$ cat src/rtl/core/dsfr_pkg.sv
package dsfr_pkg;

  localparam logic [7:0]  ByteDle = 8'h90;
  localparam logic [7:0]  ByteStx = 8'h02;
  localparam logic [15:0] CrcPoly = 16'h1021;

  localparam logic [1:0] StatusBusy = 2'd0;
  localparam logic [1:0] StatusGood = 2'd1;
  localparam logic [1:0] StatusBad  = 2'd2;

  typedef enum logic [6:0] {
    PhDle  = 7'b0000001,
    PhStx  = 7'b0000010,
    PhOpc  = 7'b0000100,
    PhLen  = 7'b0001000,
    PhData = 7'b0010000,
    PhCrc1 = 7'b0100000,
    PhCrc2 = 7'b1000000
  } phase_e;

  // eight msb-first crc steps with zero data shifted in; data bits of a byte
  // then just xor into the low byte, since the crc is linear
  function automatic logic [15:0] crc_shift8(input logic [15:0] crc);
    logic [15:0] c;
    c = crc;
    for (int i = 0; i < 8; i++) begin
      c = c[15] ? ({c[14:0], 1'b0} ^ CrcPoly) : {c[14:0], 1'b0};
    end
    return c;
  endfunction

endpackage

$ cat src/rtl/core/dle_stuffed_frame_receiver_crc16.sv
// a result passes through the input register, then decode and crc update
// into the result register
// throughput: one item per cycle; input stalls only when both registers are
// full and the result side holds off
// reset: asynchronous, active low; hunts for dle with crc, counters cleared
module dle_stuffed_frame_receiver_crc16 (
  input  logic       clk_i,
  input  logic       rst_ni,
  input  logic       in_valid_i,
  output logic       in_ready_o,
  input  logic [7:0] rx_byte_i,
  output logic       out_valid_o,
  input  logic       out_ready_i,
  output logic [1:0] status_o,
  output logic       payload_valid_o,
  output logic [7:0] payload_byte_o,
  output logic [8:0] payload_index_o,
  output logic [7:0] frame_opcode_o,
  output logic [7:0] frame_words_o
);

  logic       in_vld_q;
  logic [7:0] in_byte_q;
  logic       out_vld_q;
  logic       fire;

  dsfr_pkg::phase_e phase_q, phase_d;
  logic        esc_q, esc_d;
  logic [7:0]  opcode_q, opcode_d;
  logic [7:0]  words_q, words_d;
  logic [8:0]  count_q, count_d;
  logic [7:0]  prev_q, prev_d;
  logic [15:0] crc_q, crc_d;
  logic [7:0]  crc_lo_q, crc_lo_d;

  logic [1:0]  status_d;
  logic        pv_d;
  logic [7:0]  pb_d;
  logic [8:0]  pi_d;

  logic [7:0]  d;
  logic [8:0]  count_inc;
  logic [15:0] fin_crc;

  assign fire       = in_vld_q && (!out_vld_q || out_ready_i);
  assign in_ready_o = !in_vld_q || fire;
  assign d          = in_byte_q;
  assign count_inc  = count_q + 9'd1;
  assign fin_crc    = dsfr_pkg::crc_shift8(crc_q);

  always_comb begin
    phase_d  = phase_q;
    esc_d    = esc_q;
    opcode_d = opcode_q;
    words_d  = words_q;
    count_d  = count_q;
    prev_d   = prev_q;
    crc_d    = crc_q;
    crc_lo_d = crc_lo_q;
    status_d = dsfr_pkg::StatusBusy;
    pv_d     = 1'b0;
    pb_d     = 8'h00;
    pi_d     = '0;

    if (esc_q && d == dsfr_pkg::ByteStx) begin
      phase_d = dsfr_pkg::PhOpc;
      esc_d   = 1'b0;
    end else if (phase_q == dsfr_pkg::PhDle && d == dsfr_pkg::ByteDle) begin
      phase_d = dsfr_pkg::PhStx;
    end else if (d == dsfr_pkg::ByteDle && !esc_q) begin
      esc_d = 1'b1;
    end else begin
      // doubled dle falls through as a data byte
      if (d == dsfr_pkg::ByteDle) esc_d = 1'b0;
      case (phase_q)
        dsfr_pkg::PhStx: begin
          phase_d = (d == dsfr_pkg::ByteStx) ? dsfr_pkg::PhOpc : dsfr_pkg::PhDle;
        end
        dsfr_pkg::PhOpc: begin
          opcode_d = d;
          phase_d  = dsfr_pkg::PhLen;
        end
        dsfr_pkg::PhLen: begin
          words_d = d;
          count_d = '0;
          // header word len<<8 | opcode from a zero crc
          crc_d   = dsfr_pkg::crc_shift8({8'h00, d}) ^ {8'h00, opcode_q};
          phase_d = (d == 8'h00) ? dsfr_pkg::PhCrc1 : dsfr_pkg::PhData;
        end
        dsfr_pkg::PhData: begin
          pv_d    = 1'b1;
          pb_d    = d;
          pi_d    = count_q;
          // word crc split in two byte halves: shift on the low byte,
          // fold in high and low bytes on the second
          if (count_q[0]) begin
            crc_d = dsfr_pkg::crc_shift8(crc_q ^ {8'h00, d}) ^ {8'h00, prev_q};
          end else begin
            crc_d = dsfr_pkg::crc_shift8(crc_q);
          end
          prev_d  = d;
          count_d = count_inc;
          if (count_inc == {words_q, 1'b0}) phase_d = dsfr_pkg::PhCrc1;
        end
        dsfr_pkg::PhCrc1: begin
          crc_lo_d = d;
          // first half of the appended zero word
          crc_d    = dsfr_pkg::crc_shift8(crc_q);
          phase_d  = dsfr_pkg::PhCrc2;
        end
        dsfr_pkg::PhCrc2: begin
          phase_d  = dsfr_pkg::PhDle;
          status_d = ({d, crc_lo_q} == fin_crc) ? dsfr_pkg::StatusGood
                                                : dsfr_pkg::StatusBad;
        end
        default: begin
          phase_d = dsfr_pkg::PhDle;
        end
      endcase
    end
  end

  always_ff @(posedge clk_i or negedge rst_ni) begin
    if (!rst_ni) begin
      in_vld_q  <= 1'b0;
      out_vld_q <= 1'b0;
      phase_q   <= dsfr_pkg::PhDle;
      esc_q     <= 1'b0;
      opcode_q  <= 8'h00;
      words_q   <= 8'h00;
      count_q   <= '0;
      prev_q    <= 8'h00;
      crc_q     <= 16'h0000;
      crc_lo_q  <= 8'h00;
    end else begin
      if (in_ready_o) in_vld_q <= in_valid_i;
      if (fire) begin
        out_vld_q <= 1'b1;
      end else if (out_ready_i) begin
        out_vld_q <= 1'b0;
      end
      if (fire) begin
        phase_q  <= phase_d;
        esc_q    <= esc_d;
        opcode_q <= opcode_d;
        words_q  <= words_d;
        count_q  <= count_d;
        prev_q   <= prev_d;
        crc_q    <= crc_d;
        crc_lo_q <= crc_lo_d;
      end
    end
  end

  always_ff @(posedge clk_i) begin
    if (in_ready_o && in_valid_i) in_byte_q <= rx_byte_i;
    if (fire) begin
      status_o        <= status_d;
      payload_valid_o <= pv_d;
      payload_byte_o  <= pb_d;
      payload_index_o <= pi_d;
      frame_opcode_o  <= opcode_d;
      frame_words_o   <= words_d;
    end
  end

  assign out_valid_o = out_vld_q;

  // input side only stalls behind a held result
  assert property (@(posedge clk_i) disable iff (!rst_ni)
    !in_ready_o |-> (out_valid_o && !out_ready_i))
    else $error("input stalled without a held result");

  // a frame verdict always sends the block back to hunting
  assert property (@(posedge clk_i) disable iff (!rst_ni)
    (fire && status_d != dsfr_pkg::StatusBusy) |=> (phase_q == dsfr_pkg::PhDle))
    else $error("frame end did not return to hunt");

  // a payload byte never carries a frame verdict
  assert property (@(posedge clk_i) disable iff (!rst_ni)
    (out_valid_o && payload_valid_o) |-> (status_o == dsfr_pkg::StatusBusy))
    else $error("payload byte with a frame status");

  // payload index stays inside the longest payload
  assert property (@(posedge clk_i) disable iff (!rst_ni)
    (out_valid_o && payload_valid_o) |-> (payload_index_o <= 9'd509))
    else $error("payload index out of range");

endmodule

$ cat config.mk
export PLATFORM = sky130hd
export DESIGN_NAME = dle_stuffed_frame_receiver_crc16
export DESIGN_NICKNAME = d
export VERILOG_FILES = /design/src/rtl/core/dsfr_pkg.sv /design/src/rtl/core/dle_stuffed_frame_receiver_crc16.sv
export SDC_FILE = /design/constraint.sdc
export NUM_CORES = 1
export LEC_CHECK = 0
export BUFFER_PORTS_ARGS = -buffer_cell sky130_fd_sc_hd__buf_4
export CORE_ASPECT_RATIO = 0.7
export CORE_MARGIN = 2
export CORE_UTILIZATION = 41
export DETAILED_ROUTE_END_ITERATION = 10
export GPL_ROUTABILITY_DRIVEN = 0
export PLACE_DENSITY_LB_ADDON = 0.15
export SLEW_MARGIN = 15
export SYNTH_ARGS = -nofsm -noshare
export SYNTH_HDL_FRONTEND = slang
export SYNTH_SLANG_ARGS = --single-unit
$ cat constraint.sdc
create_clock -name clk_i -period 3.5 [get_ports clk_i]
set_clock_uncertainty 0.05 [all_clocks]
set_input_delay 0.35 -clock clk_i [delete_from_list [all_inputs] [get_ports clk_i]]
set_output_delay 0.35 -clock clk_i [all_outputs]
set_load 0.05 [all_outputs]
======== Yosys cells after proc, flatten, opt, wreduce, memory -nomap -nowiden ========
Cells that the tools add are included.
Widths: inputs -> output; s select.
operators by class
  $add $sub $neg .......................... 1
  eq/ne operators ......................... 14
  mux-type cells .......................... 42
  bitwise logic cells ..................... 24
  reductions and logical operators ........ 24
operators with widths
  cell                 count
  $mux 13              16
  $mux 8               8
  $not 3->3            16
  $pmux 16 s3          1
  $xor 16x8->16        3
  $pmux 7 s5           1
  $mux 7               4
  $reduce_and 5->1     4
  $pmux 9 s2           1
  $eq 16x16->1         1
  $mux 16              1
  $add 9x1->9 const B  1
  $eq 9x9->1           1
  $eq 8x2->1 const B   1
  $eq 8x8->1 const B   1
  $logic_not 8->1      1
  $reduce_or 4->1      2
  $eq 7x1->1 const B   1
  $eq 7x2->1 const B   1
  $eq 7x3->1 const B   1
  $eq 7x4->1 const B   1
  $eq 7x5->1 const B   1
  $eq 7x6->1 const B   1
  $eq 7x7->1 const B   1
  other kinds (15)     35
word-level totals
  flip-flop bits (word level) ............. 111
  bits of input ports ..................... 12
  output and inout bits ................... 38
  word-level logic and storage cells ...... 122

======== Logic depth before layout (Yosys ltp) ========
  depth after elaboration ................. 20
  mapped depth ............................ 11
  gate-level depth less buffers ........... 8

======== Least setup slack after synthesis ========
No wires, ideal clock.
  kind .................................... register to register
  start ................................... register out_vld_q (netlist: out_valid_o)
  end ..................................... register crc_q[10]
  setup time .............................. 135 ps
  arrival ................................. 2800 ps
  required time ........................... 3315 ps
  path slack .............................. 515 ps
  stages on the path, launching flop included .. 9
  path buffers ............................ 2
  clock period less this slack ............ 2985 ps
  path through ............................ dfrtp_1 > nand2b_1 > nand2_1 > clkinv_1 > nand2_2 > or2_2 > clkbuf_1 > clkbuf_1 > o21ai_0
on the way
  word-level cells in the longest chain between the ends .. 4
RTL lines
  what                               line                                     source
  start: declaration                 dle_stuffed_frame_receiver_crc16.sv:24   logic out_vld_q;
  start signal: assignment           dle_stuffed_frame_receiver_crc16.sv:126  out_vld_q <= 1'b0;
  start signal: assignment           dle_stuffed_frame_receiver_crc16.sv:138  out_vld_q <= 1'b1;
  start signal: assignment           dle_stuffed_frame_receiver_crc16.sv:140  out_vld_q <= 1'b0;
  $logic_not 1->1                    dle_stuffed_frame_receiver_crc16.sv:45   assign fire = in_vld_q && (!out_vld_q || out_ready_i);
  $logic_or 1x1->1                   dle_stuffed_frame_receiver_crc16.sv:45
  $logic_and 1x1->1                  dle_stuffed_frame_receiver_crc16.sv:45
  net fire                           dle_stuffed_frame_receiver_crc16.sv:25   logic fire;
  $reduce_and 5->1 (no source line)  -
  end signal: assignment             dle_stuffed_frame_receiver_crc16.sv:149  crc_q <= crc_d;
  end: declaration                   dle_stuffed_frame_receiver_crc16.sv:33   logic [15:0] crc_q, crc_d;
The timed path passes the listed nets, and every way through them passes these cells.
A chain may end at the register's enable or synchronous reset.

======== Worst setup path after layout ========
  start ................................... register phase_q[4]
  end ..................................... register frame_opcode_o[2] (data pin)
on the way
  word-level cells in the longest chain between the ends .. 5
  elaborated cells between the ends (all ways) .. 7
  classes of those cells .................. 2 x eq/ne; 4 x mux; 1 x reduce/logical
RTL lines
  what                      line                                     source
  start: declaration        dle_stuffed_frame_receiver_crc16.sv:27   dsfr_pkg::phase_e phase_q, phase_d;
  start signal: assignment  dle_stuffed_frame_receiver_crc16.sv:127  phase_q <= dsfr_pkg::PhDle;
  start signal: assignment  dle_stuffed_frame_receiver_crc16.sv:143  phase_q <= phase_d;
  $eq 7x3->1                dle_stuffed_frame_receiver_crc16.sv:75   case (phase_q)
  $mux 8                    dle_stuffed_frame_receiver_crc16.sv:75
  $mux 8                    dle_stuffed_frame_receiver_crc16.sv:70   end else if (d == dsfr_pkg::ByteDle && !esc_q) begin
  $mux 8 (*)                dle_stuffed_frame_receiver_crc16.sv:68   end else if (phase_q == dsfr_pkg::PhDle && d == dsfr_pkg::ByteDle) begin
  $mux 8 (*)                dle_stuffed_frame_receiver_crc16.sv:65   if (esc_q && d == dsfr_pkg::ByteStx) begin
  net opcode_d[2]           dle_stuffed_frame_receiver_crc16.sv:29   logic [7:0] opcode_q, opcode_d;
  end signal: assignment    dle_stuffed_frame_receiver_crc16.sv:162  frame_opcode_o <= opcode_d;
  end: declaration          dle_stuffed_frame_receiver_crc16.sv:18   output logic [7:0] frame_opcode_o,
The timed path passes the listed nets; every way through them passes the cells marked *.

==> impl_metrics.env <==
export IMPL_path_max_fanout=12
export IMPL_cellLeakagePower_nw=2.874
export IMPL_ys_ff_latch=111
export IMPL_fin_crit_sh=0.7928
export IMPL_final_cells=801
export IMPL_syn_inst=565
export IMPL_path_buf_inv=0
export IMPL_post_drt_via_cell_ratio=5.516
export IMPL_tightest_slew_ps=881.7
export IMPL_wire_per_inst_um=18.97
export IMPL_grt_busiest_layer="met1"
export IMPL_worstPathCellList="or3_1 -> nor3_1 -> nand4b_1 -> mux2_2"
export IMPL_cp_top_family="simple AND/OR/NAND/NOR gates"
export IMPL_grt_pass1_vias=4013
export IMPL_yosys_most_used_dff="dfrtp_1"
export IMPL_netlist_area_mm2=0.005781
export IMPL_power_density_mw_per_mm2=405.2
export IMPL_synth_warning_count=0
export IMPL_track_usage=0.2079
export IMPL_antenna_found_initial=0
export IMPL_drv_cap=0
export IMPL_max_freq_mhz=360.4
export IMPL_grt_ovfl_total=0
export IMPL_fillerInstances=1251
export IMPL_syn_avg_cell_area_um2=10.23
export IMPL_cts_setup_buffers=0
export IMPL_cts_root_buffer="clkbuf_16"
export IMPL_met2_usage=0.2914
export IMPL_cts_max_level=3
export IMPL_ys_types=60
export IMPL_worst_setup_path_start_kind="flip-flop"
export IMPL_outcome="complete, no violations"
export IMPL_cts_tree="built"
export IMPL_grt_start_max_net_pins=68
export IMPL_remaining_drc_errors=0
export IMPL_numClockSinks=111
export IMPL_use_met1=0.3333
export IMPL_num_vias=4418
export IMPL_synth_nets=578
export IMPL_final_layout_size_suffix_gt1_frac=0.2046
export IMPL_swShare=0.2706
export IMPL_fp_dieH_um=103.3
export IMPL_insertion_delay_ps=350
export IMPL_syn_to_final_growth_pct=14.81
export IMPL_critical_path_class="flip-flop to flip-flop"
export IMPL_drv_slew=0
export IMPL_cts_buffers=9
export IMPL_critPathArrivalTime_ps=2830
export IMPL_cts_path_max_buffers=2
export IMPL_first_pass_iters=6
export IMPL_slowest_delay_ps=600
export IMPL_p_int_w=0.001962
export IMPL_clk_pin_slew_ps=70
export IMPL_clkPwrFrac=0.363
export IMPL_top_level_ports=50
export IMPL_ir_drop_mv=0.2258
export IMPL_cp_end_kind="flip-flop"
export IMPL_hp_class="input pin to asynchronous set/reset pin"
export IMPL_required_ps=3550
export IMPL_setup_tns_ps=0
export IMPL_nets=619
export IMPL_fp_row_count=36
export IMPL_detail_route_antenna_nets=0
export IMPL_initial_core_util=0.4180
export IMPL_min_period_ps=2775
export IMPL_seq_power_share=0.527
export IMPL_crit_slowest_cell="nand4b_1"
export IMPL_relSlewSlack=0.4122
export IMPL_setup_viol=0
export IMPL_p_sw_w=0.0007276
export IMPL_grt_pass1_wl_um=23670
export IMPL_port_buffers=49
export IMPL_ctsResizeCount=0
export IMPL_hold_viol_final=0
export IMPL_die_x_um=145.9
export IMPL_dr_first_iter_drc_count=475
export IMPL_rsz0062_at_grt="false"
export IMPL_ys_seq_area_frac=0.5188
export IMPL_die_area_mm2=0.01508
export IMPL_synth_enable_flop_cells=44
export IMPL_postCtsHoldBufs=0
export IMPL_grt_use_met3=0.03991
export IMPL_dp_hpwl_um=10650
export IMPL_wirelength_um=15200
export IMPL_coreArea_mm2=0.01383
export IMPL_async_flop_share=0.6036
export IMPL_diodes=0
export IMPL_dp_cells=785
export IMPL_combPwrFrac=0.110
==> flip-flops by register name (all words and copies together), names as in the netlist <==
signal and flops:
out_valid_o 1, status_o 2, frame_words_o 8, phase_q 7
crc_lo_q 8, frame_opcode_o 8, esc_q 1, words_q 8
d 8, count_q 9, payload_byte_o 8, payload_valid_o 1
opcode_q 8, prev_q 8, crc_q 16, in_vld_q 1
payload_index_o 9
==> cell usage in the layout, fill, tap and decap left out, types with 2 or more instances in the layout <==
cell type,instances
xnor2_1,35
buf_4,71
nand3_1,11
edfxtp_1,44
and4_1,3
and3_1,21
a21oi_1,22
o221ai_1,2
dfrtp_1,66
inv_1,8
nand4b_1,3
nand2b_1,8
a221oi_1,4
a22oi_1,3
nor4_1,5
xor2_1,12
mux2_2,29
o31ai_1,2
or3_1,4
nor3_1,9
mux2i_1,5
and2_1,3
a222oi_1,4
o41ai_1,2
o21ai_0,56
clkinv_1,4
nor2b_1,6
a31oi_1,6
clkbuf_16,9
nand4_1,4
mux2_4,3
nor2_1,39
o22ai_1,5
a311oi_1,2
nand2_1,73
==> cell usage after synthesis, types with 5 or more instances <==
cell | n | share of area
a21oi_1 | 22 | 0.019
a31oi_1 | 6 | 0.0065
and3_1 | 21 | 0.023
buf_2 | 9 | 0.0078
clkbuf_1 | 29 | 0.019
dfrtp_1 | 66 | 0.29
edfxtp_1 | 44 | 0.23
inv_1 | 8 | 0.0052
mux2_2 | 29 | 0.056
mux2i_1 | 5 | 0.0087
nand2_1 | 73 | 0.047
nand2b_1 | 8 | 0.0087
nand3_1 | 11 | 0.0095
nor2_1 | 39 | 0.025
nor2b_1 | 6 | 0.0065
nor3_1 | 9 | 0.0078
nor4_1 | 5 | 0.0054
o21ai_0 | 56 | 0.048
o22ai_1 | 5 | 0.0054
xnor2_1 | 35 | 0.053
xor2_1 | 12 | 0.018
==> worst reg2reg max path: stages, from the launching register on <==
cell and delay (ps):
dfrtp_1 520, or3_1 440, nor3_1 440, nand4b_1 600, mux2_2 480
==> power groups by stage <==
stage          sequential [W]  combinational [W]  clock [W]
6_report              0.00142           0.000297   0.000976
5_1_grt               0.00142           0.000316    0.00104
4_1_cts               0.00142           0.000298   0.000988
3_5_place_dp          0.00144           0.000298          0
3_3_place_gp          0.00144           0.000297          0
2_1_floorplan         0.00153          0.0000925          0
==> layer usage <==
layer / routed length [um] / share of wire / up-vias
met1: 7673 / 0.50 / 2112
met3: 1292 / 0.085 / 8
li1: - / - / 2105
met5: 0 / 0 / -
met2: 6127 / 0.40 / 193
met4: 104 / 0.0068 / 0
==> logic make-up (layout without fill, tap and decap cells) <==
family          Yosys count  count (layout)  synth area share
fa+ha+maj                 1               1          0.002164
buf+inv                  50              96           0.03831
xor+xnor                 47              47           0.07121
flops                   111             111            0.5188
mux                      37              37           0.07294
simple gates            198             198            0.1682
compound gates          121             121            0.1284
==> cell type report <==
| cell class | instances | area, um^2 | area share |
|---|---|---|---|
| clock buffer | 9 | 225.2 | 0.03394 |
| clock inverter | 7 | 47.55 | 0.007164 |
| sequential | 111 | 2999 | 0.4519 |
| tap | 190 | 237.7 | 0.03582 |
| multi-input combinational | 404 | 2560 | 0.3857 |
| timing repair buffer | 71 | 533.0 | 0.08032 |
| inverter | 9 | 33.78 | 0.005091 |
==> final timing paths <==
path	startpoint	end	slack (ps)	cells past startpoint
setup / recovery	phase_q[4]$_DFFE_PN0P_	frame_opcode_o[2]$_DFFE_PP_	730	4
hold / removal	rst_ni	count_q[7]$_DFFE_PN0P_	60	1
setup reg to reg	phase_q[4]$_DFFE_PN0P_	frame_opcode_o[2]$_DFFE_PP_	730	4
hold reg to reg	prev_q[2]$_DFFE_PN0P_	prev_q[2]$_DFFE_PN0P_	430	2
max in group asynchronous	rst_ni	crc_lo_q[0]$_DFFE_PN0P_	2770	1
min in group clk_i	rx_byte_i[5]	d[5]$_DFFE_PP_	120	1
==> stage by stage <==
step / power [W] / area, um^2 / hold slack [ps] / setup slack [ps] / utilization
after floorplan: 0.001625 / 5781 / 4.409 / 514.7 / -
after global placement: 0.001739 / 6364 / 413.4 / 851.9 / 0.4602
after detailed placement: 0.001742 / 6364 / 413.0 / 810.3 / 0.4602
after CTS: 0.002704 / 6636 / 106.8 / 798.6 / 0.4799
after global routing: 0.002776 / 6636 / 108.0 / 601.3 / 0.4799
final: 0.002689 / 6636 / 59.53 / 725.1 / 0.4799
(Power assumes the default switching activity.)
